<file path="src/rtl/srt_pkg.sv">
// shared types and codes of the sorted record table
package srt_pkg;

   localparam int CAPACITY_DEFAULT = 16;
   localparam int RANK_W = 5;

   localparam logic [1:0] CMD_INSERT = 2'd0;
   localparam logic [1:0] CMD_DELETE = 2'd1;
   localparam logic [1:0] CMD_FIND   = 2'd2;
   localparam logic [1:0] CMD_POP    = 2'd3;

   localparam logic [1:0] STATUS_DONE     = 2'd0;
   localparam logic [1:0] STATUS_NOTFOUND = 2'd1;
   localparam logic [1:0] STATUS_FULL     = 2'd2;

   typedef struct packed {
      logic [1:0]  cmd;
      logic [30:0] item_id;
      logic [19:0] postal_key;
      logic [15:0] house_number;
      logic [15:0] apartment_number;
      logic [31:0] mass_bits;
   } req_type;

   typedef struct packed {
      logic [1:0]        status;
      logic [RANK_W-1:0] rank;
      logic [30:0]       out_id;
      logic [19:0]       out_key;
      logic [15:0]       out_house;
      logic [15:0]       out_apartment;
      logic [31:0]       out_mass;
   } rsp_type;

   typedef struct packed {
      logic [19:0] key;
      logic [30:0] id;
      logic [15:0] house;
      logic [15:0] apartment;
      logic [31:0] mass;
   } record_type;

   typedef struct packed {
      logic       insert_en;
      logic       match_en;
      logic       by_pop;
      logic       remove_en;
      logic [30:0] search_id;
      record_type new_rec;
   } cell_ctrl_type;

endpackage

</file>
<file path="src/rtl/srt_cell.sv">
// one slot of the table: holds a record, compares and shifts with its neighbors
module srt_cell #(
   parameter bit IS_HEAD = 1'b0
) (
   input  logic                  clock,
   input  logic                  reset,
   input  srt_pkg::cell_ctrl_type ctrl,
   input  logic                  occupied,
   input  srt_pkg::record_type   left_rec,
   input  logic                  left_keep,
   input  srt_pkg::record_type   right_rec,
   input  logic                  seen_in,
   output srt_pkg::record_type   rec,
   output logic                  keep,
   output logic                  seen_out,
   output logic                  hit
);
   import srt_pkg::*;

   record_type rec_ff;
   logic       match_ff;
   logic       id_eq;

   assign id_eq    = (rec_ff.id == ctrl.search_id);
   assign keep     = occupied &&
                     ({rec_ff.key, rec_ff.id} <= {ctrl.new_rec.key, ctrl.new_rec.id});
   assign seen_out = seen_in | match_ff;
   assign hit      = match_ff & ~seen_in;
   assign rec      = rec_ff;

   always_ff @(posedge clock) begin
      if (reset) begin
         match_ff <= 1'b0;
      end else if (ctrl.match_en) begin
         match_ff <= occupied && (ctrl.by_pop ? IS_HEAD : id_eq);
      end
   end

   always_ff @(posedge clock) begin
      if (ctrl.insert_en && !keep) begin
         rec_ff <= left_keep ? ctrl.new_rec : left_rec;
      end else if (ctrl.remove_en && (seen_in || match_ff)) begin
         rec_ff <= right_rec;
      end
   end

endmodule

</file>
<file path="config.mk">
export PLATFORM = sky130hd
export DESIGN_NAME = srt_cell
export DESIGN_NICKNAME = d
export VERILOG_FILES = /design/src/rtl/srt_pkg.sv /design/src/rtl/srt_cell.sv
export SDC_FILE = /design/constraint.sdc
export NUM_CORES = 1
export LEC_CHECK = 0
export BUFFER_PORTS_ARGS = -buffer_cell sky130_fd_sc_hd__buf_4
export CORE_AREA = 8 8 188 190
export DETAILED_ROUTE_END_ITERATION = 7
export DIE_AREA = 0 0 196 198
export GPL_ROUTABILITY_DRIVEN = 0
export PLACE_DENSITY = 0.58
export SLEW_MARGIN = 20
export SYNTH_ARGS = -nofsm -noshare
export SYNTH_HDL_FRONTEND = slang
export SYNTH_SLANG_ARGS = --single-unit
</file>
<file path="constraint.sdc">
create_clock -name clock -period 15.1 [get_ports clock]
set_input_delay 1.51 -clock clock [delete_from_list [all_inputs] [get_ports clock]]
set_output_delay 1.51 -clock clock [all_outputs]
set_load 0.02 [all_outputs]
</file>
==> impl_metrics.json <==
{
  "status": "complete, no violations",
  "drive_gt1_share_pct": 65.5,
  "cp_cell_sequence": "buf_4 -> inv_1 -> ha_1 -> nand2_1 -> o21ai_0 -> a221oi_1 -> a21oi_1 -> nor4_1 -> nand2_1 -> a21boi_0 -> buf_4",
  "synth_commonest_cells": "mux2_2 (191), edfxtp_1 (115), inv_1 (53)",
  "worstSetupPathType": "in2out",
  "initial_core_util_pct": 24.5,
  "avgSynthCellArea_um2": 13.0,
  "critPathMaxFanout": 2,
  "ctsHoldBuffers": 0,
  "nets": 1542,
  "worst-r2r-setup-slack_ps": 10600,
  "clk_path_buf_depth": 2,
  "finalCoreUtilization_pct": 39.3,
  "yosysTopAreaCell": "edfxtp_1",
  "synth-seq-cells": 116,
  "path_delay_family": "compound AO/OA/AOI/OAI gates",
  "syn_area_mm2": 0.00790,
  "syn_inst": 606,
  "cts_setup_buffers": 0,
  "clk_pin_slew_ps": 60,
  "yosysUniqueCellTypes": 37,
  "die_h_um": 198,
  "setup_violations": 0,
  "drt_iter0_markers": 206,
  "coreArea_mm2": 0.0322,
  "clk_latency_ps": 410,
  "tightest_slew_ps": 883,
  "cp.required_ps": 13590,
  "yosysMostFrequentCell": "mux2_2",
  "ff2ff_path_depth": 10,
  "yosys.area_share.adder_pct": 8.08,
  "antenna_found_initial": 2,
  "slowest_stage": "nor4_1",
  "rr_startpoint": "rec[72]",
  "synth_top_family_by_area": "multiplexers",
  "h-tree-depth": 4,
  "io_pins": 503,
  "via_count": 6866,
  "synth_top_area_share_pct": 43.7,
  "clock_skew_ps": 10.0,
  "hold_path_class": "reg2reg",
  "grt-ovfl-total": 0,
  "viasPerCell": 4.50,
  "drc": 0,
  "crit_buf_inv": 3,
  "setup-tns-final_ps": 0,
  "grt_pass1_vias": 7638,
  "synth_nets": 1042,
  "cts_tree": "yes",
  "synthMuxAreaShare_pct": 32.8,
  "synthXorXnorAreaFrac_pct": 3.44,
  "numCtsBuffers": 17,
  "async_flop_share_pct": 0,
  "die_w_um": 196,
  "grt_max_degree": 63,
  "critPathLaunchType": "input port",
  "powerDensity_mw_per_mm2": 100,
  "routed_wl_um": 34700,
  "detail-route-antenna-nets": 0,
  "ys.flop_type": "edfxtp_1",
  "synth_edf_count": 115,
  "avgRoutedWirePerCell_um": 22.7,
  "numClockSinks": 116,
  "grt_pass1_wl_um": 49200,
  "arrival_ps": 4270,
  "ys_seq_area_share_pct": 44.0,
  "ys_warn_count": 0,
  "p_leak_nw": 5.67,
  "critPathCapture": "keep",
  "irDropWorstVdd_v": 0.0000693,
  "worst-path-stages": 11,
  "synth-simple-area-share_pct": 4.36,
  "area.growth.synth_to_final_pct": 60.1,
  "rr_endpoint": "rec[50]",
  "track_usage_pct": 17.1,
  "synth-compound-area-share_pct": 3.14,
  "synth_area_leaders": "edfxtp_1 (44%), mux2_2 (27%), ha_1 (8.1%)",
  "drv_slew": 0,
  "firstDrtPassIters": 6,
  "cap_violations": 0,
  "maxSlewHeadroom_pct": 41.1,
  "clock-root-buffer": "clkbuf_16",
  "power.total_mw": 1.27,
  "period_minus_slack_ps": 5780,
  "max_stage_delay_ps": 680,
  "min_path_cells": 2,
  "fin_crit_sh_pct": 38.3,
  "ctsResizeCount": 0,
  "fmax_ghz": 0.173,
  "rows": 66,
  "hold_viol_final": 0,
  "worstSetupStartpoint": "ctrl[86]",
  "portBuffers": 502,
  "die-area_mm2": 0.0388,
  "worstSetupEndpointType": "output pin",
  "dp_hpwl_um": 29000,
  "grt_setup_unrepaired": "false"
}
## area by class of cell
type / count / area [µm²]
flip-flops and latches: 116 / 3470
well taps: 408 / 510
multi-input cells: 412 / 4110
clock buffers: 17 / 425
fillers: 3157 / 19600
repair buffers: 506 / 3800
clock inverters: 14 / 130
inverters: 53 / 199
diodes: 1 / 2.50
## metal layers
metal  share of wire (%)  routed length, µm  vias to the layer above  GRT usage [%]
met3                 8.9               3080                       20           6.77
met1                  38              13300                     3263           18.5
met5               0.037                 13                        -              0
met2                  51              17800                      299           30.7
met4                 1.5                527                        2           4.30
li1                    -                  -                     3282              -
## worst min-delay path by stage
stage,start,endpoint,slack (ps)
2_1_floorplan,match_ff,match_ff,440
3_3_place_gp,match_ff,match_ff,480
3_5_place_dp,match_ff,match_ff,480
4_1_cts,match_ff,match_ff,490
5_1_grt,match_ff,match_ff,520
6_report,match_ff,match_ff,480
## tightest hold or removal path, cell delays in order, from the launching register on
cell and delay, ps:
dfxtp_1 320, nand2b_1 70, a21oi_1 60
## placed cells by master (no fill, tap or decap), types with 4 or more instances in the layout
cell | Yosys | final
nor4_1 | 7 | 7
xnor2_1 | 21 | 21
mux2_1 | 39 | 39
o21ai_0 | 8 | 8
mux2_2 | 191 | 191
ha_1 | 51 | 51
buf_4 | 1 | 506
inv_1 | 53 | 53
clkbuf_16 | 0 | 17
xor2_1 | 10 | 10
clkinvlp_4 | 0 | 4
nand4_1 | 16 | 16
a21oi_1 | 21 | 21
edfxtp_1 | 115 | 115
nand2_1 | 17 | 17
inv_6 | 0 | 4
## power by group
part           internal (mW)  total [mW]  switching [mW]
combinational          0.214       0.421           0.207
clock                  0.227       0.393           0.166
sequential             0.421       0.452          0.0317
total                  0.862        1.27           0.404
## cell families (layout without fill, tap and decap cells)
logic type | after synthesis | after routing
adder cells (fa/ha/maj) | 51 | 51
AO/OA/AOI/OAI | 41 | 41
flip-flops | 116 | 116
AND/OR/NAND/NOR | 59 | 59
XOR/XNOR | 31 | 31
multiplexers | 230 | 230
buffers and inverters | 78 | 590
other | 0 | 1
## per-stage QoR
step | hold WS (ps) | setup WS, ps | instance area, µm² | cells
final | 483 | 9320 | 12600 | 1527
after global routing | 522 | 9150 | 12600 | 1527
after CTS | 491 | 9170 | 12600 | 1526
after detailed placement | 483 | 9170 | 12100 | 1495
after global placement | 477 | 9090 | 12100 | 1495
after floorplan | 443 | 8840 | 7900 | 606
## sequential cells by signal (all words and copies together), names as in the netlist
| register | count |
|---|---|
| rec | 115 |
| match_ff | 1 |
No activity file was read; power rests on OpenSTA's default activity.
